`src/rtl/core/nv2r_pkg.sv`:
```
// Shared types and constants of the NV21 to RGB converter.
package nv2r_pkg;

  localparam int unsigned CfgIndexW = 1;
  localparam int unsigned CfgDataW  = 13;

  localparam logic [CfgIndexW-1:0] CfgFrameWidth  = 1'b0;
  localparam logic [CfgIndexW-1:0] CfgFrameHeight = 1'b1;

  localparam logic [CfgDataW-1:0] FrameWidthReset  = 13'd640;
  localparam logic [CfgDataW-1:0] FrameHeightReset = 13'd480;

  localparam int unsigned FifoDepth = 4;
  localparam int unsigned FifoPtrW  = 2;
  localparam int unsigned FifoCntW  = 3;

  localparam int unsigned ProdW  = 21;
  localparam int unsigned MultiW = 19;
  localparam int unsigned SumW   = 13;

  localparam logic [7:0] LumaFloor = 8'd16;

  localparam logic [MultiW-1:0]       CoefY  = 19'd1192;
  localparam logic signed [ProdW-1:0] CoefRV = 21'sd1634;
  localparam logic signed [ProdW-1:0] CoefGV = 21'sd833;
  localparam logic signed [ProdW-1:0] CoefGU = 21'sd400;
  localparam logic signed [ProdW-1:0] CoefBU = 21'sd2066;

  typedef struct packed {
    logic [7:0] luma;
    logic [7:0] chroma_v;
    logic [7:0] chroma_u;
    logic       end_of_row;
    logic       end_of_frame;
  } item_t;

endpackage

```
`src/rtl/core/nv2r_fifo.sv`:
```
// Short request queue between the front end and the color pipeline.
module nv2r_fifo (
  input  logic            clk_i,
  input  logic            rst_ni,
  input  logic            push_i,
  input  nv2r_pkg::item_t push_item_i,
  output logic            full_o,
  input  logic            pop_i,
  output logic            valid_o,
  output nv2r_pkg::item_t pop_item_o
);
  import nv2r_pkg::*;

  item_t               slots_q [FifoDepth];
  logic [FifoPtrW-1:0] wr_ptr_q, rd_ptr_q;
  logic [FifoCntW-1:0] count_q, count_d;
  logic                do_pop;

  assign full_o     = count_q == FifoCntW'(FifoDepth);
  assign valid_o    = count_q != '0;
  assign do_pop     = pop_i && valid_o;
  assign pop_item_o = slots_q[rd_ptr_q];

  always_comb begin
    count_d = count_q;
    if (push_i && !do_pop) begin
      count_d = count_q + FifoCntW'(1);
    end else if (!push_i && do_pop) begin
      count_d = count_q - FifoCntW'(1);
    end
  end

  always_ff @(posedge clk_i or negedge rst_ni) begin
    if (!rst_ni) begin
      wr_ptr_q <= '0;
      rd_ptr_q <= '0;
      count_q  <= '0;
    end else begin
      count_q <= count_d;
      if (push_i) begin
        wr_ptr_q <= wr_ptr_q + FifoPtrW'(1);
      end
      if (do_pop) begin
        rd_ptr_q <= rd_ptr_q + FifoPtrW'(1);
      end
    end
  end

  always_ff @(posedge clk_i) begin
    if (push_i) begin
      slots_q[wr_ptr_q] <= push_item_i;
    end
  end

endmodule

```
`config.mk`:
```
export PLATFORM = sky130hd
export DESIGN_NAME = nv2r_fifo
export DESIGN_NICKNAME = d
export VERILOG_FILES = /design/src/rtl/core/nv2r_pkg.sv /design/src/rtl/core/nv2r_fifo.sv
export SDC_FILE = /design/constraint.sdc
export NUM_CORES = 1
export LEC_CHECK = 0
export ABC_AREA = 1
export BUFFER_PORTS_ARGS = -buffer_cell sky130_fd_sc_hd__buf_2
export CAP_MARGIN = 20
export CORE_MARGIN = 3
export CORE_UTILIZATION = 40
export DETAILED_ROUTE_END_ITERATION = 10
export PLACE_DENSITY = 0.58
export SLEW_MARGIN = 20
export SYNTH_ARGS = -nofsm -noshare
export SYNTH_HDL_FRONTEND = slang
export SYNTH_SLANG_ARGS = --single-unit
```
`constraint.sdc`:
```
create_clock -name clk_i -period 2.6 [get_ports clk_i]
set_input_delay 0.52 -clock clk_i [delete_from_list [all_inputs] [get_ports clk_i]]
set_output_delay 0.52 -clock clk_i [all_outputs]
set_load 0.01 [all_outputs]
```
==> flow_metrics.tcl, run 1 <==
set metrics [dict create \
    worst_hold_slack_ps 393 \
    syn-instance-count 358 \
    area_growth_pct 15.4 \
    end_kind "primary output" \
    crit_path_start_kind "flop" \
    finalHoldViolations 0 \
    report.final.setup_viol 0 \
    clockPowerShare 0.219 \
    ys_seq_area_frac 0.709 \
    ios 58 \
    gr-total-overflow 0 \
    numClockSinks 111 \
    clkTransAtPathRegs_ps 70 \
    drive_above_1_share 0.240 \
    placed_cells 549 \
    p_seq_frac 0.424 \
    yosysWarnings 0 \
    ant_nets 0 \
    syn_area_per_cell_um2 13.0 \
    vias_per_cell 4.68 \
    port_buffers 57 \
    seq_area_um2 3300 \
    ctsLongestPathBuffers 2 \
    num-fill-cells 988 \
    place_hpwl_um 5190 \
    postRouteWirelength_um 8170 \
    drc 0 \
    grt_first_pass_wirelength_um 13200 \
    place_congestion 0.695 \
    p_int_w 0.00375 \
    hp-class "in2reg" \
    cts_root_buf "clkbuf_16" \
    die-area_um2 13000 \
    die_h_um 114 \
    rows 38 \
    slew_headroom 0.729 \
    cts_tree "yes" \
    die_w_um 114 \
    power_density_nw_per_um2 1080 \
    grt_max_degree 77 \
    ir_worst_vdd_uv 612 \
    vias 2643 \
    finalSetupTns_ps 0 \
    grt_antenna_before_repair 0 \
    arrival_ps 1590 \
    fin_crit_sh 0.812 \
    cts_resized 0 \
    cts_max_level 3 \
    multi_input_area_um2 978 \
    instances_no_fill 565 \
    fp.coreArea_um2 11100 \
    cap_violations 0 \
    post_cts_buffers 0 \
    start_util 0.420 \
    drt-wirelength-per-cell_um 14.5 \
    critPathMaxFanout 76 \
    synth_nets 394 \
    drt_first_iter_violations 129 \
    diodes 0 \
    cts_inserted_buffers 9 \
    clock_skew_ps 8.12 \
    tightest_slew_ps 407 \
    required_ps 2080 \
    fin_crit_ps 2110 \
    power_frac_comb 0.357 \
    fmaxAchievable_mhz 473 \
    p_leak_nw 2.26 \
    grt_setup_unrepaired "no" \
    first_pass_iters 4 \
    synth-seq-cells 111 \
    p_switching_w 0.00208 \
    insertion_delay_ps 340 \
    switching_share 0.356 \
    critical_path_class "reg2out" \
    grt.total_usage 0.132 \
    nets 457 \
    report.final.slew_viol_count 0 \
    grt_pass1_vias 2522 \
    synth.distinct_cells 21 \
    outcome "finished, final reports clean" \
    synth_area_um2 4650 \
]
-- placed cells by master, fill, tap and decap left out, drive strengths merged --
cell type / instances
nor2: 1
clkinvlp: 2
dfrtp: 7
o211ai: 52
edfxtp: 104
xnor2: 1
buf: 68
nand4: 1
fa: 1
xor2: 1
clkbuf: 9
nor3: 1
nand3: 3
ha: 5
nand2: 98
dlygate4sd3: 1
clkinv: 3
o21ai: 1
inv: 66
-- cells by family after synthesis --
group,share of synthesized area
xor gates and xnor gates,0.00377
buffers and inverters,0.0807
DFF,0.709
adders and majority gates,0.0178
and+or+nand+nor,0.0855
AOI/OAI and AO/OA,0.103
-- stage by stage --
step / utilization / cell area [um^2] / total power, W / setup WS [ps]
final: 0.485 / 5370 / 0.00582 / 488
after floorplan: - / 4650 / 0.00398 / 893
after CTS: 0.485 / 5370 / 0.00594 / 485
after detailed placement: 0.459 / 5080 / 0.00465 / 825
after global routing: 0.485 / 5370 / 0.00625 / 356
after global placement: 0.459 / 5080 / 0.00460 / 881
-- registers in the layout, summed over array words and instances (netlist names) --
| signal | cells |
|---|---|
| count_q | 3 |
| rd_ptr_q | 2 |
| slots_q | 104 |
| wr_ptr_q | 2 |
-- worst max-delay path, cell delays in order (launching register included) --
cell and delay [ps]:
dfrtp_1 410, clkinv_2 80, buf_12 270, nand2_1 90, o211ai_1 100, nand2_1 100, buf_2 150
-- metal layers --
metal,vias to the layer above,global-route usage,share of wire
li1,1352,-,-
met1,1240,0.178,0.46
met2,46,0.214,0.49
met3,5,0.0334,0.037
met4,0,0.0404,0.0077
met5,-,0,0
-- synthesized netlist by cell type --
cell type	count	share of area
edfxtp_1	104	0.67
nand2_1	98	0.079
inv_1	63	0.051
o211ai_1	35	0.056
o211ai_2	17	0.046
buf_2	7	0.0075
dfrtp_1	7	0.038
buf_6	6	0.015
ha_1	5	0.013
buf_4	3	0.0048
nand3_1	3	0.0032
clkbuf_1	1	0.00081
fa_1	1	0.0043
inv_2	1	0.00081
inv_4	1	0.0013
nand4_1	1	0.0013
nor2_1	1	0.00081
nor3_1	1	0.0011
o21ai_1	1	0.0011
xnor2_1	1	0.0019
xor2_1	1	0.0019
-- power by group through the flow --
stage / sequential, W / clock [W] / combinational (W)
after detailed placement: 0.00251 / 0 / 0.00214
final: 0.00247 / 0.00127 / 0.00208
after global placement: 0.00250 / 0 / 0.00210
after global routing: 0.00250 / 0.00140 / 0.00235
after CTS: 0.00247 / 0.00132 / 0.00214
after floorplan: 0.00248 / 0 / 0.00150
-- final timing paths --
kind                                 from        endpoint  slack [ps]  cells after the start
setup / recovery              rd_ptr_q[0]  pop_item_o[20]         490                      6
min in group asynchronous          rst_ni      count_q[1]         540                      2
setup reg to reg               count_q[0]      count_q[2]         810                     10
max in group asynchronous          rst_ni     wr_ptr_q[1]        1900                      2
hold / removal             push_item_i[4]   slots_q[0][4]         390                      1
hold reg to reg                count_q[2]      count_q[2]         500                      2
-- repair_timing --
item	4_1_cts	5_1_grt
hold buffers	1	0
setup endpoints to repair	0	0
endpoints found under the hold margin	3	0
-- layout make-up --
type | count | area share
clock buffers | 9 | 0.0419
clock inverters | 6 | 0.0103
inverters | 65 | 0.0461
multi-input cells | 165 | 0.182
flip-flops and latches | 111 | 0.614
well taps | 140 | 0.0326
repair buffers | 69 | 0.0727
Power figures use the tool's default switching activity.
==> run 2: changes to the inputs <==
- clock period: 2.6 -> 2.03 ns (I/O delays scaled with it)
==> flow_metrics.tcl, run 2 (same netlist as run 1, synthesis figures left out) <==
set metrics [dict create \
    placed_cell_area_um2 5110 \
    cp_cell_sequence "inv_4, buf_6, nand2_1, o211ai_2, nand2_1, buf_2" \
    ios 58 \
    vias_per_cell 4.78 \
    postRouteWirelength_um 8870 \
    worstHoldPathCells 1 \
    crit_path_start_kind "flop" \
    grt_use_met2 0.221 \
    tightest_slew_ps 420 \
    report.final.setup_viol 0 \
    grt_pass1_vias 2602 \
    clock_skew_ps 10.6 \
    cpMostUsedCell "nand2_1" \
    end_kind "primary output" \
    mostFrequentLayoutCell "edfxtp_1" \
    slowest_delay_ps 420 \
    rows 38 \
    largest_reg_flops 104 \
    gr-total-overflow 0 \
    diodes 0 \
    grt_max_degree 81 \
    slew_headroom 0.720 \
    first_pass_iters 4 \
    report.final.slew_viol_count 0 \
    ff2ff_path_depth 10 \
    numClockSinks 111 \
    seq_area_um2 3300 \
    ant_nets 0 \
    crit_cells 6 \
    critPathBufInv 3 \
    final_cell_mix "edfxtp_1, nand2_1, inv_1" \
    reg_top3 "slots_q: 104 flops, count_q: 3 flops" \
    clkTransAtPathRegs_ps 70 \
    drt-wirelength-per-cell_um 15.6 \
    ir_worst_vdd_uv 548 \
    drc 0 \
    fin_crit_ps 1940 \
    nets 461 \
    crit_slowest_cell "dfrtp_1" \
    die-area_um2 13000 \
    power.total_w 0.00768 \
    fp.coreArea_um2 11100 \
    p_leak_nw 2.30 \
    num-fill-cells 985 \
    use_met3 0.0318 \
    cap_violations 0 \
    required_ps 1620 \
    outcome "finished, final reports clean" \
    port_buffers 57 \
    power_density_nw_per_um2 1410 \
    grt.total_usage 0.138 \
    grt_first_pass_wirelength_um 13500 \
    insertion_delay_ps 340 \
    grt_antenna_before_repair 0 \
    crit_family "buffers and inverters" \
    cts_inserted_buffers 9 \
    fin_crit_sh 0.957 \
    place_congestion 0.685 \
    grt_setup_unrepaired "yes" \
    vias 2726 \
    fmaxAchievable_mhz 515 \
    cts_root_buf "clkbuf_16" \
    die_w_um 114 \
    start_util 0.420 \
    die_h_um 114 \
    stdcell_area_um2 5450 \
    critPathMaxFanout 25 \
    area_growth_pct 17.1 \
    cts_tree "yes" \
    hp-class "in2reg" \
    critical_path_class "reg2out" \
    regMostFlops "slots_q" \
    grt.busiest_layer "met2" \
    cts_max_level 3 \
    grt_util_met1 0.185 \
    ctsLongestPathBuffers 2 \
    finalHoldViolations 0 \
    arrival_ps 1540 \
    drive_above_1_share 0.247 \
    place_hpwl_um 5360 \
    multi_input_area_um2 978 \
    drt_first_iter_violations 143 \
]
run 2: cell type report:
class                           count  share of cell area
Clock inverter                      6             0.00965
Multi-Input combinational cell    165               0.180
Inverter                           65              0.0457
Timing Repair Buffer               73              0.0854
Tap cell                          140              0.0322
Clock buffer                       10              0.0420
Sequential cell                   111               0.605
run 2: power by group:
part	internal [W]	leakage (nW)	total, W	switching [W]
sequential	0.00301	1.04	0.00317	0.000161
clock	0.000853	0.132	0.00166	0.000806
combinational	0.00106	1.13	0.00286	0.00179
total	0.00492	2.30	0.00768	0.00276
run 2: worst paths after layout:
path / slack (ps) / end / from
setup / recovery: 90 / pop_item_o[11] / rd_ptr_q[0]
hold / removal: 270 / slots_q[1][5] / push_item_i[5]
setup reg to reg: 230 / count_q[2] / count_q[0]
hold reg to reg: 490 / count_q[2] / count_q[2]
max in group asynchronous: 1440 / wr_ptr_q[1] / rst_ni
min in group asynchronous: 420 / count_q[0] / rst_ni
run 2: per-layer routing:
| layer | wire [um] | share of wire | vias to the layer above |
|---|---|---|---|
| li1 | - | - | 1364 |
| met1 | 4160 | 0.47 | 1308 |
| met2 | 4280 | 0.48 | 45 |
| met3 | 323 | 0.036 | 9 |
| met4 | 103 | 0.012 | 0 |
| met5 | 0 | 0 | - |
run 2: stage by stage:
step           setup WS (ps)  instances   util  hold slack [ps]  TNS, ps
4_1_cts                 17.7        568  0.487              262        0
2_1_floorplan            334        358      -              110        0
3_5_place_dp             242        551  0.461              258        0
6_report                87.0        570  0.492              274        0
5_1_grt                -31.2        570  0.492              266     -215
3_3_place_gp             333        551  0.461              258        0
run 2: timing repair:
item | in CTS | in global routing
gates resized for setup | 0 | 3
setup endpoints to repair | 0 | 24
buffers inserted | 0 | 0
hold buffers | 1 | 0
endpoints found under the hold margin | 7 | 0
