$ cat src/rtl/core/nv2r_pkg.sv
// Shared types and constants of the NV21 to RGB converter.
package nv2r_pkg;

  localparam int unsigned CfgIndexW = 1;
  localparam int unsigned CfgDataW  = 13;

  localparam logic [CfgIndexW-1:0] CfgFrameWidth  = 1'b0;
  localparam logic [CfgIndexW-1:0] CfgFrameHeight = 1'b1;

  localparam logic [CfgDataW-1:0] FrameWidthReset  = 13'd640;
  localparam logic [CfgDataW-1:0] FrameHeightReset = 13'd480;

  localparam int unsigned FifoDepth = 4;
  localparam int unsigned FifoPtrW  = 2;
  localparam int unsigned FifoCntW  = 3;

  localparam int unsigned ProdW  = 21;
  localparam int unsigned MultiW = 19;
  localparam int unsigned SumW   = 13;

  localparam logic [7:0] LumaFloor = 8'd16;

  localparam logic [MultiW-1:0]       CoefY  = 19'd1192;
  localparam logic signed [ProdW-1:0] CoefRV = 21'sd1634;
  localparam logic signed [ProdW-1:0] CoefGV = 21'sd833;
  localparam logic signed [ProdW-1:0] CoefGU = 21'sd400;
  localparam logic signed [ProdW-1:0] CoefBU = 21'sd2066;

  typedef struct packed {
    logic [7:0] luma;
    logic [7:0] chroma_v;
    logic [7:0] chroma_u;
    logic       end_of_row;
    logic       end_of_frame;
  } item_t;

endpackage

$ cat src/rtl/core/nv2r_back.sv
// Color pipeline: Q10 products, sums, saturation and the output register.
module nv2r_back (
  input  logic            clk_i,
  input  logic            rst_ni,
  input  logic            item_valid_i,
  input  nv2r_pkg::item_t item_i,
  output logic            pop_o,
  output logic            out_valid_o,
  input  logic            out_stall_i,
  output logic [7:0]      red_o,
  output logic [7:0]      green_o,
  output logic [7:0]      blue_o,
  output logic            end_of_row_o,
  output logic            end_of_frame_o
);
  import nv2r_pkg::*;

  logic                     en;
  logic                     a_valid_q, out_valid_q;
  logic [MultiW-1:0]        pm_q, pm_d;
  logic signed [ProdW-1:0]  pr_q, pgv_q, pgu_q, pb_q;
  logic signed [ProdW-1:0]  pr_d, pgv_d, pgu_d, pb_d;
  logic                     a_eor_q, a_eof_q;
  logic [MultiW-1:0]        y_ext;
  logic signed [ProdW-1:0]  v_ext, u_ext;
  logic [7:0]               y_cl;
  logic signed [SumW-1:0]   multi, r_sum, g_sum, b_sum;
  logic [7:0]               red_q, green_q, blue_q;
  logic                     eor_q, eof_q;

  function automatic logic [7:0] sat8(input logic signed [SumW-1:0] x);
    logic [7:0] res;
    if (x < 0) begin
      res = 8'd0;
    end else if (x > 13'sd255) begin
      res = 8'd255;
    end else begin
      res = x[7:0];
    end
    return res;
  endfunction

  function automatic logic signed [SumW-1:0] floor_q10(input logic signed [ProdW-1:0] p);
    return {{(SumW - (ProdW - 10)){p[ProdW-1]}}, p[ProdW-1:10]};
  endfunction

  assign en    = !out_valid_q || !out_stall_i;
  assign pop_o = item_valid_i && en;

  always_comb begin
    y_cl  = (item_i.luma < LumaFloor) ? LumaFloor : item_i.luma;
    y_ext = MultiW'(y_cl - LumaFloor);
    v_ext = {{(ProdW - 8){~item_i.chroma_v[7]}}, ~item_i.chroma_v[7], item_i.chroma_v[6:0]};
    u_ext = {{(ProdW - 8){~item_i.chroma_u[7]}}, ~item_i.chroma_u[7], item_i.chroma_u[6:0]};
    pm_d  = y_ext * CoefY;
    pr_d  = v_ext * CoefRV;
    pgv_d = v_ext * CoefGV;
    pgu_d = u_ext * CoefGU;
    pb_d  = u_ext * CoefBU;
  end

  always_comb begin
    multi = SumW'(pm_q[MultiW-1:10]);
    r_sum = multi + floor_q10(pr_q);
    g_sum = multi - floor_q10(pgv_q) - floor_q10(pgu_q);
    b_sum = multi + floor_q10(pb_q);
  end

  always_ff @(posedge clk_i or negedge rst_ni) begin
    if (!rst_ni) begin
      a_valid_q   <= 1'b0;
      out_valid_q <= 1'b0;
    end else if (en) begin
      a_valid_q   <= item_valid_i;
      out_valid_q <= a_valid_q;
    end
  end

  always_ff @(posedge clk_i) begin
    if (en) begin
      pm_q    <= pm_d;
      pr_q    <= pr_d;
      pgv_q   <= pgv_d;
      pgu_q   <= pgu_d;
      pb_q    <= pb_d;
      a_eor_q <= item_i.end_of_row;
      a_eof_q <= item_i.end_of_frame;
      red_q   <= sat8(r_sum);
      green_q <= sat8(g_sum);
      blue_q  <= sat8(b_sum);
      eor_q   <= a_eor_q;
      eof_q   <= a_eof_q;
    end
  end

  assign out_valid_o    = out_valid_q;
  assign red_o          = red_q;
  assign green_o        = green_q;
  assign blue_o         = blue_q;
  assign end_of_row_o   = eor_q;
  assign end_of_frame_o = eof_q;

endmodule

$ cat config.mk
export PLATFORM = sky130hd
export DESIGN_NAME = nv2r_back
export DESIGN_NICKNAME = d
export VERILOG_FILES = /design/src/rtl/core/nv2r_pkg.sv /design/src/rtl/core/nv2r_back.sv
export SDC_FILE = /design/constraint.sdc
export NUM_CORES = 1
export LEC_CHECK = 0
export ABC_CLOCK_PERIOD_IN_PS = 7700
export BUFFER_PORTS_ARGS = -buffer_cell sky130_fd_sc_hd__buf_2
export CAP_MARGIN = 15
export CORE_ASPECT_RATIO = 0.7
export CORE_MARGIN = 3
export CORE_UTILIZATION = 45
export CTS_CLUSTER_SIZE = 40
export DETAILED_ROUTE_END_ITERATION = 8
export GPL_TIMING_DRIVEN = 0
export HOLD_SLACK_MARGIN = 0.03
export PLACE_DENSITY = 0.72
export SYNTH_ARGS = -nofsm -noshare
export SYNTH_HDL_FRONTEND = slang
export SYNTH_SLANG_ARGS = --single-unit
$ cat constraint.sdc
create_clock -name clk_i -period 7.7 [get_ports clk_i]
set_input_delay 1.54 -clock clk_i [delete_from_list [all_inputs] [get_ports clk_i]]
set_output_delay 1.54 -clock clk_i [all_outputs]
set_load 0.05 [all_outputs]
==> results by group, run 1 <==
Yosys
  – Largest area contributor in the netlist: ha_1
  – Prevailing post-synth register cell: edfxtp_1
  – Top post-synthesis cells by area: ha_1 (27%), edfxtp_1 (27%), fa_1 (13%), inv_1 (6.8%), xnor2_1 (3.8%)
  – Synth cell count leaders: ha_1 (183), inv_1 (154), edfxtp_1 (75)
  – Synth Register Bits: slightly below 80
  – Cells after synthesis: 790
  – Synthesis warning total: 0
  – Post-synth top area share: 27.1%
  – Synthesized area: between 8000 and 9000 um^2
  – Async SR Flop Fraction: 2.60%
  – Unique masters post-synth: 58
  – Sequential area share after synthesis: a little over a quarter
  – Synth Area per Inst: 10.7 um^2
  – Most frequent cell after synthesis: ha_1
  – Number of flops mapped to enable cells by yosys: 75

CTS
  – Reg clk slew, reported paths: 0.06 ns
  – Clock sink count: a little under 80
  – Setup Buffers After CTS: 0
  – CTS Buf Count: 9
  – Max clock buf depth: 2
  – PostCTS Resize Cnt: 0
  – Hold Buf Count CTS: 0
  – CTS tree: yes
  – Root Driver: clkbuf_16
  – CTS H-tree lvls: 3
  – Clk_lat worst skew: 0.34 ns

STA
  – Post-layout min period: 6.25 ns
  – Final Max Tran Viols: 0
  – RSZ-0062 raised after global routing: false
  – # setup viols final: 0
  – Hold Vio Cnt, Final: 0
  – Final Cycle Share: 81.2%
  – Slew HR: 43.2%
  – Setup TNS: 0 ns
  – Slew @ Worst Pin: 0.843 ns
  – Skew final: 0.00690 ns
  – Peak Freq: around 160 MHz

Route
  – DRT iter0 DRCs: 251
  – DRC Markers: 0
  – First-pass DRT Iterations: 4
  – Length of routed wiring on met1: 8.17 mm
  – Routed wire length: 15.1 mm
  – Number of vias per cell: 5.01
  – DR top layer: met4
  – Metal2 WL: 6.09 mm
  – Met3 WL: 638 um
  – Final antenna-violating net count: 0
  – Routed via count: around 5500
  – WL/cell: 13.7 um

Global route
  – Number of global-route vias before repair: 5372
  – Total gr overflow: 0
  – GRT Util Overall: around 16%
  – Initial antenna violation count: 0
  – Largest net degree at the start of global routing: 52
  – Global-route wire length before repair: about 26 mm

Die
  – Core box area: 18200 um^2
  – Std-Cell Rows: ~40
  – Die Area: 20500 um^2
  – IO Count: 58
  – Die H: 121 um
  – Starting density of the core: 46.4%
  – Die width: 170 um

Worst setup path
  – Arrival @ worst endpoint: between 6 and 7 ns
  – R2R depth: 9
  – WS Path Type: in -> reg
  – Startpoint types: input port
  – CP max stage cell: fa_1
  – CP Capture Type: register
  – Critical path capture point: pm_q[18]
  – Reg2reg start: pm_q[10]
  – Critical path's largest stage delay: 0.54 ns
  – Reg2Reg Capture Point: red_o[6]
  – Critical path peak fanout: 5
  – CP required: 7.79 ns
  – Critical-path cell list: buf_2, or2_2, nor3_1, nor2_1, mux2_2, ha_1, ha_1, fa_1, inv_1, fa_1, inv_1, ha_1, a21oi_1, nor2b_1, a311o_2, a31o_4, a21oi_4, o21bai_2, xor2_1
  – Critical path launch point: item_i[23]
  – FF-to-FF setup slack: 4.57 ns
  – Critical Path Most Common Cell: ha_1

Finish
  – Area Growth Syn to Fin: 10.6%
  – Final core occ: 51.4%
  – Nets: 1135
  – # fillers: 1628
  – Layout Cells excl Fill: 1106
  – Ant diodes: 0
  – Fraction of layout cells with a size suffix above 1: 11.7%

Placed design
  – Routability cong.: about 0.84
  – Placed cell count: 1091
  – Buffers on Ports: 57
  – Hpwl dp: around 13 mm

Power and ir drop
  – Switching Share: between 40% and 50%
  – LEAKAGE: about 4.6 nW
  – Power share of the sequential group: between 20% and 30%
  – Power density over cell area: 402 nW/um^2
  – Switch Pwr: 1.81 mW
  – P_int: between 1.5 and 2 mW
  – Clock Power Share: 9.9%
  – Logic pwr share: 67.4%
  – Max VDD drop: 0.000243 V

Run status
  – Run status: completed

Min path
  – Hold Crit Class: reg -> reg

Flow run
  – Max-Cap Viols: 0
cells in the final DEF (no fill, tap or decap), types with 2 or more instances in the layout:
cell type | synthesis | layout
a31oi_1 | 2 | 2
o21bai_1 | 8 | 8
xor2_1 | 20 | 20
nand4_1 | 2 | 2
conb_1 | 1 | 8
and2_1 | 4 | 4
nand3_1 | 11 | 11
nor3_1 | 12 | 12
a21oi_1 | 32 | 32
o211ai_1 | 10 | 10
o21a_1 | 15 | 15
o31ai_1 | 2 | 2
nor2b_1 | 14 | 14
nand2_1 | 21 | 20
buf_2 | 0 | 57
nand2b_1 | 6 | 6
and4_1 | 3 | 3
o21ai_0 | 13 | 13
fa_1 | 56 | 56
dfrtp_1 | 2 | 2
clkinv_2 | 0 | 2
a221oi_2 | 2 | 2
nor4_1 | 2 | 2
ha_1 | 183 | 183
inv_1 | 154 | 154
clkbuf_16 | 0 | 9
a21o_1 | 13 | 13
a211oi_1 | 10 | 10
edfxtp_1 | 75 | 75
o21ai_1 | 7 | 7
a21oi_2 | 10 | 10
and3_1 | 2 | 2
o21ai_2 | 2 | 2
nor2_1 | 32 | 32
or3_1 | 2 | 2
xnor2_1 | 37 | 37
clkinvlp_4 | 0 | 2
per-layer routing:
metal	global-route usage, %	up-vias
met1	24.3	2565
met5	0	-
met4	4.95	0
met3	2.78	15
met2	22.8	94
li1	-	2871
layout make-up:
cell class / count / area (um^2) / area share, %
Clock inverter: 5 / 28.8 / 0.308
Tap cell: 236 / 295 / 3.16
Timing Repair Buffer: 58 / 313 / 3.34
Inverter: 154 / 578 / 6.18
Multi-Input combinational cell: 566 / 5610 / 60.0
Sequential cell: 77 / 2300 / 24.6
Clock buffer: 10 / 229 / 2.45
power by group through the flow:
| stage | combinational [mW] | sequential [mW] | clock, mW |
|---|---|---|---|
| global route | 2.85 | 0.869 | 0.404 |
| CTS | 2.54 | 0.853 | 0.384 |
| global placement | 2.48 | 0.863 | 0 |
| detailed placement | 2.52 | 0.860 | 0 |
| floorplan | 1.80 | 1.05 | 0 |
| finish | 2.54 | 0.854 | 0.373 |
state kept, by name, summed over array words and instances (netlist names), 8 cells and up:
register and cells:
blue_o 8, pgu_q 8, pgv_q 9, red_o 8, pb_q 11, pr_q 10
pm_q 9, green_o 8
critical path: cells and delay by family:
kind                       cells  cell delay [ns]
and+or+nand+nor                4             1.00
muxes                          1             0.38
buffers and inverters          3             0.20
AOI/OAI and AO/OA              5             1.08
adders and majority gates      5             2.01
xor gates and xnor gates       1             0.14
worst min-delay path by stage:
stage	cells after the start	endpoint	start
floorplan	0	end_of_frame_o	a_eof_q
global placement	0	end_of_row_o	a_eor_q
detailed placement	0	end_of_frame_o	a_eof_q
CTS	0	end_of_frame_o	a_eof_q
global route	0	end_of_frame_o	a_eof_q
finish	0	end_of_frame_o	a_eof_q
stage by stage:
stage	instance area, um^2	total power [mW]	worst slack [ns]	hold WS (ns)
final	9360	3.76	1.45	0.420
after global routing	9360	4.12	1.27	0.423
after CTS	9360	3.78	1.48	0.422
after detailed placement	9100	3.38	1.11	0.409
after global placement	9060	3.34	1.17	0.403
after floorplan	8480	2.86	1.54	0.400
logic make-up (layout without fill, tap and decap cells):
family                     after synthesis  in the layout  synth area share (%)
adders and majority gates              240            240                  40.4
buffers and inverters                  154            227                  6.84
AOI/OAI and AO/OA                      144            144                  12.5
and+or+nand+nor                        115            115                  6.76
DFF                                     77             77                  27.2
xor gates and xnor gates                57             57                  5.90
muxes                                    2              2                 0.311
other                                    1              8                0.0443
No activity file was read; power rests on OpenSTA's default activity.
==> inputs of run 2 (changes only) <==
--- a/config.mk
+++ b/config.mk
@@ -5,7 +5,8 @@
 export SDC_FILE = /design/constraint.sdc
 export NUM_CORES = 1
 export LEC_CHECK = 0
-export ABC_CLOCK_PERIOD_IN_PS = 7700
+export ABC_AREA = 1
+export ABC_CLOCK_PERIOD_IN_PS = 6300
 export BUFFER_PORTS_ARGS = -buffer_cell sky130_fd_sc_hd__buf_2
 export CAP_MARGIN = 15
 export CORE_ASPECT_RATIO = 0.7
==> constraint.sdc (replaced) <==
create_clock -name clk_i -period 6.3 [get_ports clk_i]
set_input_delay 1.26 -clock clk_i [delete_from_list [all_inputs] [get_ports clk_i]]
set_output_delay 1.26 -clock clk_i [all_outputs]
set_load 0.05 [all_outputs]
==> run 2 against run 1 <==
Against the previous run: clock skew about the same; largest cell class unchanged; critical endpoint unchanged; first-iteration DRC count is 70% higher; critical path depth increased by 1; hold slack better by 0.0015 ns; power rose by 32%; largest power group unchanged.
==> results by group, run 2 <==
Finish
  – Final core occ: 51.5% (+0.12 points)
  – Layout Cells excl Fill: 1437 (+30%)
  – Commonest non-fill, non-tap cell in the layout: inv_1
  – Nets: 1431 (+26%)
  – Fraction of layout cells with a size suffix above 1: 8.31% (-3.4 points)
  – Ant diodes: 0 (unchanged)
  – Commonest non-fill, non-tap cells in the layout: inv_1 (250), nand2_1 (204), ha_1 (183)
  – Area Growth Syn to Fin: 10.8%
  – Register with the most flip-flops: pb_q
  – Sequential Area: 2300 um^2 (unchanged)
  – Biggest regs: pb_q: 11 flops, pr_q: 10 flops
  – # fillers: 1864 (+14%)
  – Max reg flops: 11 (unchanged)
  – Area of the multi-input gates: 6110 um^2 (+8.9%)

CTS
  – Clock sink count: 77 (unchanged)
  – CTS tree: yes
  – PostCTS Resize Cnt: 0 (unchanged)
  – Reg clk slew, reported paths: 0.05 ns (about the same)
  – CTS H-tree lvls: 3 (unchanged)
  – Hold Buf Count CTS: 0 (unchanged)
  – Max clock buf depth: 2 (unchanged)
  – Clk_lat worst skew: 0.34 ns (about the same)
  – Setup Buffers After CTS: 0 (unchanged)
  – Root Driver: clkbuf_16
  – CTS Buf Count: 9 (unchanged)

STA
  – Slew HR: 41.0% (-2.2 points)
  – Final Cycle Share: 86.5%
  – Skew final: 0.00688 ns (-0.0000266 ns)
  – Final Max Tran Viols: 0 (unchanged)
  – Min Hold Slack: 0.421 ns (+0.00151 ns)
  – RSZ-0062 raised after global routing: false
  – Slew @ Worst Pin: 0.875 ns (+0.0324 ns)
  – # setup viols final: 0 (unchanged)
  – Hold Vio Cnt, Final: 0 (unchanged)
  – Post-layout min period: approximately 5.4 ns
  – Setup TNS: 0 ns (unchanged)
  – Peak Freq: between 150 and 200 MHz

Die
  – Die Area: 22500 um^2 (+9.8%)
  – Die H: 126 um (+4.8%)
  – Core box area: 20100 um^2 (+10%)
  – Std-Cell Rows: 43 (+4.9%)
  – IO Count: 58 (unchanged)
  – Die width: 178 um (+4.8%)
  – Starting density of the core: 46.5% (about the same)

Power and ir drop
  – LEAKAGE: 5.63 nW (+23%)
  – Total power: 4.97 mW (+32%)
  – Max VDD drop: 0.000300 V (+23%)
  – Power density over cell area: 481 nW/um^2 (+20%)

Global route
  – Global-route wire length before repair: 31.5 mm (+22%)
  – Total gr overflow: 0 (unchanged)
  – Largest net degree at the start of global routing: 45 (-13%)
  – GRT Util Overall: 17.0% (+1.1 points)
  – Initial antenna violation count: 0 (unchanged)
  – Number of global-route vias before repair: 6634 (+23%)

Yosys
  – Synth Register Bits: 77 (unchanged)
  – Post-Synth Adder-Cell Area: 36.6% (-3.9 points)
  – Prevailing post-synth register cell: edfxtp_1
  – Unique masters post-synth: 39 (-33%)
  – Post-Synth XOR/XNOR Area: 5.07% (-0.83 points)
  – Sequential area share after synthesis: 24.7% (-2.5 points)
  – Synthesis warning total: 0 (unchanged)
  – Synthesized area: 9330 um^2 (+10%)
  – Most frequent cell after synthesis: inv_1
  – Post-synthesis compound-gate area fraction: 6.60% (-5.9 points)
  – Largest area contributor in the netlist: ha_1
  – Top post-synthesis cells by area: ha_1 (25%), edfxtp_1 (24%), fa_1 (12%), inv_1 (10%), nand2_1 (8.2%)
  – Simple-gate share of the synthesized area: 16.9% (+10 points)
  – Number of flops mapped to enable cells by yosys: 75 (unchanged)
  – Main combinational cell family by area after synthesis: adder cells
  – Async SR Flop Fraction: 2.60% (unchanged)
  – Cells after synthesis: 1086 (+37%)
  – Synth cell count leaders: inv_1 (250), nand2_1 (205), ha_1 (183)
  – Post-synth top area share: 24.5% (-2.5 points)
  – Proportion of synthesized area in mux cells: 0% (-0.31 points)
  – Synth Area per Inst: 8.59 um^2 (-20%)

Route
  – DRC Markers: 0 (unchanged)
  – WL/cell: 12.5 um (-8.8%)
  – Final antenna-violating net count: 0 (unchanged)
  – DRT iter0 DRCs: 426 (+70%)
  – Routed wire length: 17.9 mm (+18%)
  – Routed via count: 6950 (+25%)
  – First-pass DRT Iterations: 5 (+1)
  – Number of vias per cell: 4.84 (-3.5%)

Flow run
  – Max-Cap Viols: 0 (unchanged)

Worst setup path
  – Critical-path cell list: buf_2, nor2_1, inv_1, or2_2, nor2_1, o21ai_0, ha_1, ha_1, fa_1, inv_1, fa_1, inv_1, ha_1, nand2_1, a21oi_1, a211oi_1, o21ai_1, nand2_1, nand2_1, xor2_1
  – Top delay family on crit path: adder cells
  – CP Capture Type: register
  – CP Buf/Inv Count: 4 (+1)
  – Reg2reg start: pm_q[16]
  – Arrival @ worst endpoint: 5.52 ns (-0.83 ns)
  – FF-to-FF setup slack: 3.65 ns (-0.92 ns)
  – Critical path's largest stage delay: 0.54 ns (about the same)
  – Reg2Reg Capture Point: green_o[4]
  – R2R depth: 10 (+1)
  – Startpoint types: input port
  – CP max stage cell: fa_1
  – CP required: 6.38 ns (-1.41 ns)
  – WS Path Type: in -> reg
  – Critical path peak fanout: 6 (+1)

Min path
  – Hold Startpoint: a_eof_q
  – Worst hold path cell count: 0 (unchanged)
  – Hold Crit Endpoint: end_of_frame_o
  – Hold Crit Class: reg -> reg

Placed design
  – Routability cong.: 0.884 (+5.0%)
  – Hpwl dp: 15.4 mm (+20%)
  – Placed cell count: 1421 (+30%)
  – Buffers on Ports: 57 (unchanged)

Run status
  – Run status: completed
-- run 2: area by class of cell --
type | instances | share of cell area [%]
Clock buffer | 10 | 2.22
Clock inverter | 6 | 0.981
Inverter | 253 | 9.19
Multi-Input combinational cell | 763 | 59.1
Sequential cell | 77 | 22.3
Tap cell | 270 | 3.27
Timing Repair Buffer | 58 | 2.95
-- run 2: cells by family (layout without fill, tap and decap cells) --
| family | after synthesis | in the layout |
|---|---|---|
| buf+inv | 253 | 327 |
| simple gates | 357 | 357 |
| flops | 77 | 77 |
| fa+ha+maj | 239 | 239 |
| compound gates | 105 | 105 |
| xor+xnor | 54 | 54 |
| other cells | 1 | 8 |
-- run 2: worst max-delay path by stage --
stage          startpoint  slack, ns  cells after the start        to
6_report       item_i[23]       0.85                     20  pm_q[18]
3_3_place_gp   item_i[23]       0.59                     20  pm_q[18]
2_1_floorplan  item_i[23]       1.14                     19  pm_q[16]
4_1_cts        item_i[23]       0.88                     20  pm_q[18]
3_5_place_dp   item_i[23]       0.53                     20  pm_q[18]
5_1_grt        item_i[23]       0.50                     20  pm_q[18]
-- run 2: report_power, final --
group	switching [mW]	leakage, nW	internal (mW)	total, mW
clock network	0.187	0.159	0.383	0.569
registers	0.123	0.782	0.875	0.998
logic	2.20	4.69	1.21	3.41
-- run 2: metal layers --
layer / track usage, % / vias up / part of all wire, %
met1: 27.5 / 3128 / 54
met2: 23.7 / 164 / 39
met4: 3.23 / 0 / 0.71
met3: 2.84 / 11 / 5.4
li1: - / 3647 / -
met5: 0 / - / 0
-- run 2: metrics by stage --
step                      worst slack (ns)  area [um^2]
final                                0.853        10300
after global routing                 0.501        10300
after CTS                            0.884        10300
after floorplan                       1.14         9350
after global placement               0.585         9980
after detailed placement             0.531        10000
==> inputs of run 3 (changes only) <==
--- a/config.mk
+++ b/config.mk
@@ -8,15 +8,15 @@
 export ABC_AREA = 1
 export ABC_CLOCK_PERIOD_IN_PS = 6300
 export BUFFER_PORTS_ARGS = -buffer_cell sky130_fd_sc_hd__buf_2
-export CAP_MARGIN = 15
 export CORE_ASPECT_RATIO = 0.7
 export CORE_MARGIN = 3
 export CORE_UTILIZATION = 45
+export CTS_BUF_LIST = sky130_fd_sc_hd__clkbuf_2
 export CTS_CLUSTER_SIZE = 40
 export DETAILED_ROUTE_END_ITERATION = 8
 export GPL_TIMING_DRIVEN = 0
 export HOLD_SLACK_MARGIN = 0.03
-export PLACE_DENSITY = 0.72
+export PLACE_DENSITY = 0.6
 export SYNTH_ARGS = -nofsm -noshare
 export SYNTH_HDL_FRONTEND = slang
 export SYNTH_SLANG_ARGS = --single-unit
==> run 3 against run 2 <==
Against the previous run: via count fell by 2.7%; first-iteration DRC count fell by 4.9%; cell count rose by 0.14%; die area did not move; design area fell by 2.0%; hold slack improved by 0.034 ns; setup slack improved by 0.091 ns; maximum frequency rose by 1.7%; clock skew rose by 0.023 ns; count of clock-buffer cells in the layout did not move; critical path type unchanged; critical endpoint unchanged; largest cell class unchanged; highest routed layer unchanged.
==> results by group, run 3 (synthesis results as in run 2) <==
Die
  – IO Count: 58 (unchanged)
  – Core box area: 20100 um^2 (unchanged)
  – Die Area: 22500 um^2 (unchanged)
  – Die H: 126 um (unchanged)
  – Die width: 178 um (unchanged)
  – Std-Cell Rows: 43 (unchanged)
  – Starting density of the core: 46.5% (unchanged)

Worst setup path
  – WS Path Type: in -> reg
  – CP max stage cell: fa_1
  – Arrival @ worst endpoint: 5.70 ns (+0.18 ns)
  – Critical path's largest stage delay: 0.54 ns (about the same)
  – Top delay family on crit path: adder cells
  – Critical-path cell list: buf_2, nor2_1, inv_1, or2_2, nor2_1, o21ai_0, ha_1, ha_1, fa_1, inv_1, fa_1, inv_1, ha_1, nand2_1, a21oi_1, a211oi_1, o21ai_1, nand2_1, nand2_1, xor2_1
  – Startpoint types: input port
  – CP required: 6.65 ns (+0.27 ns)
  – CP Capture Type: register
  – Critical path peak fanout: 6 (unchanged)
  – CP Buf/Inv Count: 4 (unchanged)

CTS
  – Reg clk slew, reported paths: 0.20 ns (+0.15 ns)
  – Clock sink count: 77 (unchanged)
  – Clk_lat worst skew: 0.52 ns (+0.18 ns)
  – Root Driver: clkbuf_2
  – Setup Buffers After CTS: 0 (unchanged)
  – CTS Buf Count: 9 (unchanged)
  – Max clock buf depth: 2 (unchanged)
  – CTS tree: yes
  – CTS H-tree lvls: 3 (unchanged)
  – PostCTS Resize Cnt: 0 (unchanged)
  – Hold Buf Count CTS: 0 (unchanged)

Finish
  – Biggest regs: pb_q: 11 flops, pr_q: 10 flops
  – Nets: 1431 (unchanged)
  – Post-route cell area: 10100 um^2 (-2.0%)
  – Layout Cells excl Fill: 1439 (+0.14%)
  – Area Growth Syn to Fin: 8.61%
  – Fraction of layout cells with a size suffix above 1: 8.65% (+0.34 points)
  – Max reg flops: 11 (unchanged)
  – Commonest non-fill, non-tap cells in the layout: inv_1 (250), nand2_1 (204), ha_1 (183)
  – Final core occ: 50.5% (-1.0 points)
  – Commonest non-fill, non-tap cell in the layout: inv_1
  – Register with the most flip-flops: pb_q

Route
  – Final antenna-violating net count: 0 (unchanged)
  – First-pass DRT Iterations: 5 (unchanged)
  – Number of vias per cell: 4.70 (-2.8%)
  – DRC Markers: 0 (unchanged)
  – Routed via count: 6762 (-2.7%)
  – DRT iter0 DRCs: 405 (-4.9%)
  – WL/cell: 12.3 um (-0.98%)
  – Routed wire length: 17.8 mm (-0.84%)

Placed design
  – Buffers on Ports: 57 (unchanged)
  – Placed Area: 10000 um^2 (about the same)
  – Routability cong.: 0.876 (-0.97%)
  – Hpwl dp: 15.4 mm (-0.35%)
  – Place WS: 0.447 ns (-0.0833 ns)
  – Placed cell count: 1421 (unchanged)

Power and ir drop
  – Total power: 4.63 mW (-6.9%)
  – Power share of the sequential group: 21.4% (+1.3 points)
  – Switch Pwr: 2.46 mW (-1.6%)
  – Max VDD drop: 0.000236 V (-22%)
  – Clock Power Share: 5.7% (-5.7 points)
  – Power density over cell area: 457 nW/um^2 (-5.0%)
  – Logic pwr share: 72.9% (+4.4 points)
  – Switching Share: 53.2% (+2.8 points)
  – P_int: 2.17 mW (-12%)
  – LEAKAGE: 5.54 nW (-1.6%)

Global route
  – GRT Util Overall: 16.6% (-0.41 points)
  – Total gr overflow: 0 (unchanged)
  – Initial antenna violation count: 1 (+1)
  – Largest net degree at the start of global routing: 71 (+58%)
  – Number of global-route vias before repair: 6152 (-7.3%)
  – Global-route wire length before repair: 30.3 mm (-3.9%)

STA
  – # setup viols final: 0 (unchanged)
  – Slew @ Worst Pin: 0.924 ns (+0.0491 ns)
  – PnR worst setup slack: 0.945 ns (+0.0912 ns)
  – Final Cycle Share: 85.0% (-1.4 points)
  – RSZ-0062 raised after global routing: false
  – Post-layout min period: 5.36 ns (-0.0912 ns)
  – Setup TNS: 0 ns (unchanged)
  – Hold Vio Cnt, Final: 0 (unchanged)
  – Slew HR: 37.7% (-3.3 points)
  – Peak Freq: 187 MHz (+1.7%)
  – Final Max Tran Viols: 0 (unchanged)
  – Min Hold Slack: 0.455 ns (+0.0340 ns)
  – Skew final: 0.0300 ns (+0.0231 ns)

Run status
  – Run status: completed

Flow run
  – Max-Cap Viols: 0 (unchanged)

Min path
  – Hold Crit Class: reg -> reg
## run 3: cell types whose count changed in the layout (fill, tap and decap cells not counted)
cell,before,now
bufinv_16,3,1
diode_2,0,2
clkbuf_1,1,0
clkinvlp_4,0,2
clkbuf_2,0,10
clkbuf_16,9,0
buf_16,0,1
clkinv_1,4,1
clkinv_2,0,2
clkinv_4,0,1
buf_12,1,0
## run 3: area by class of cell
cell class              instances  area, um^2
fillers                      1971        9940
multi-input cells             763        6110
flip-flops and latches         77        2300
inverters                     253         950
well taps                     270         338
repair buffers                 58         313
clock inverters                 6        63.8
clock buffers                  10        50.0
diodes                          2        5.00
## run 3: worst paths after layout
kind / startpoint / endpoint / slack, ns / cells past startpoint
setup / recovery: item_i[23] / pm_q[18] / 0.94 / 20
hold / removal: a_eor_q / end_of_row_o / 0.46 / 0
setup reg to reg: pm_q[17] / green_o[4] / 3.62 / 11
hold reg to reg: a_eor_q / end_of_row_o / 0.46 / 0
max in group asynchronous: rst_ni / a_valid_q / 5.73 / 1
min in group asynchronous: rst_ni / out_valid_o / 0.48 / 1
## run 3: per-layer routing
layer	track usage, %	part of all wire [%]
met1	29.5	60
met2	20.6	34
met3	2.33	4.7
met4	2.58	0.46
met5	0	0
## run 3: power by group through the flow
stage               clock network (mW)  logic, mW  registers, mW
finish                           0.264       3.38          0.994
global route                     0.300       3.86           1.02
CTS                              0.277       3.36           1.00
detailed placement                   0       3.34           1.02
global placement                     0       3.33           1.02
floorplan                            0       2.41           1.23
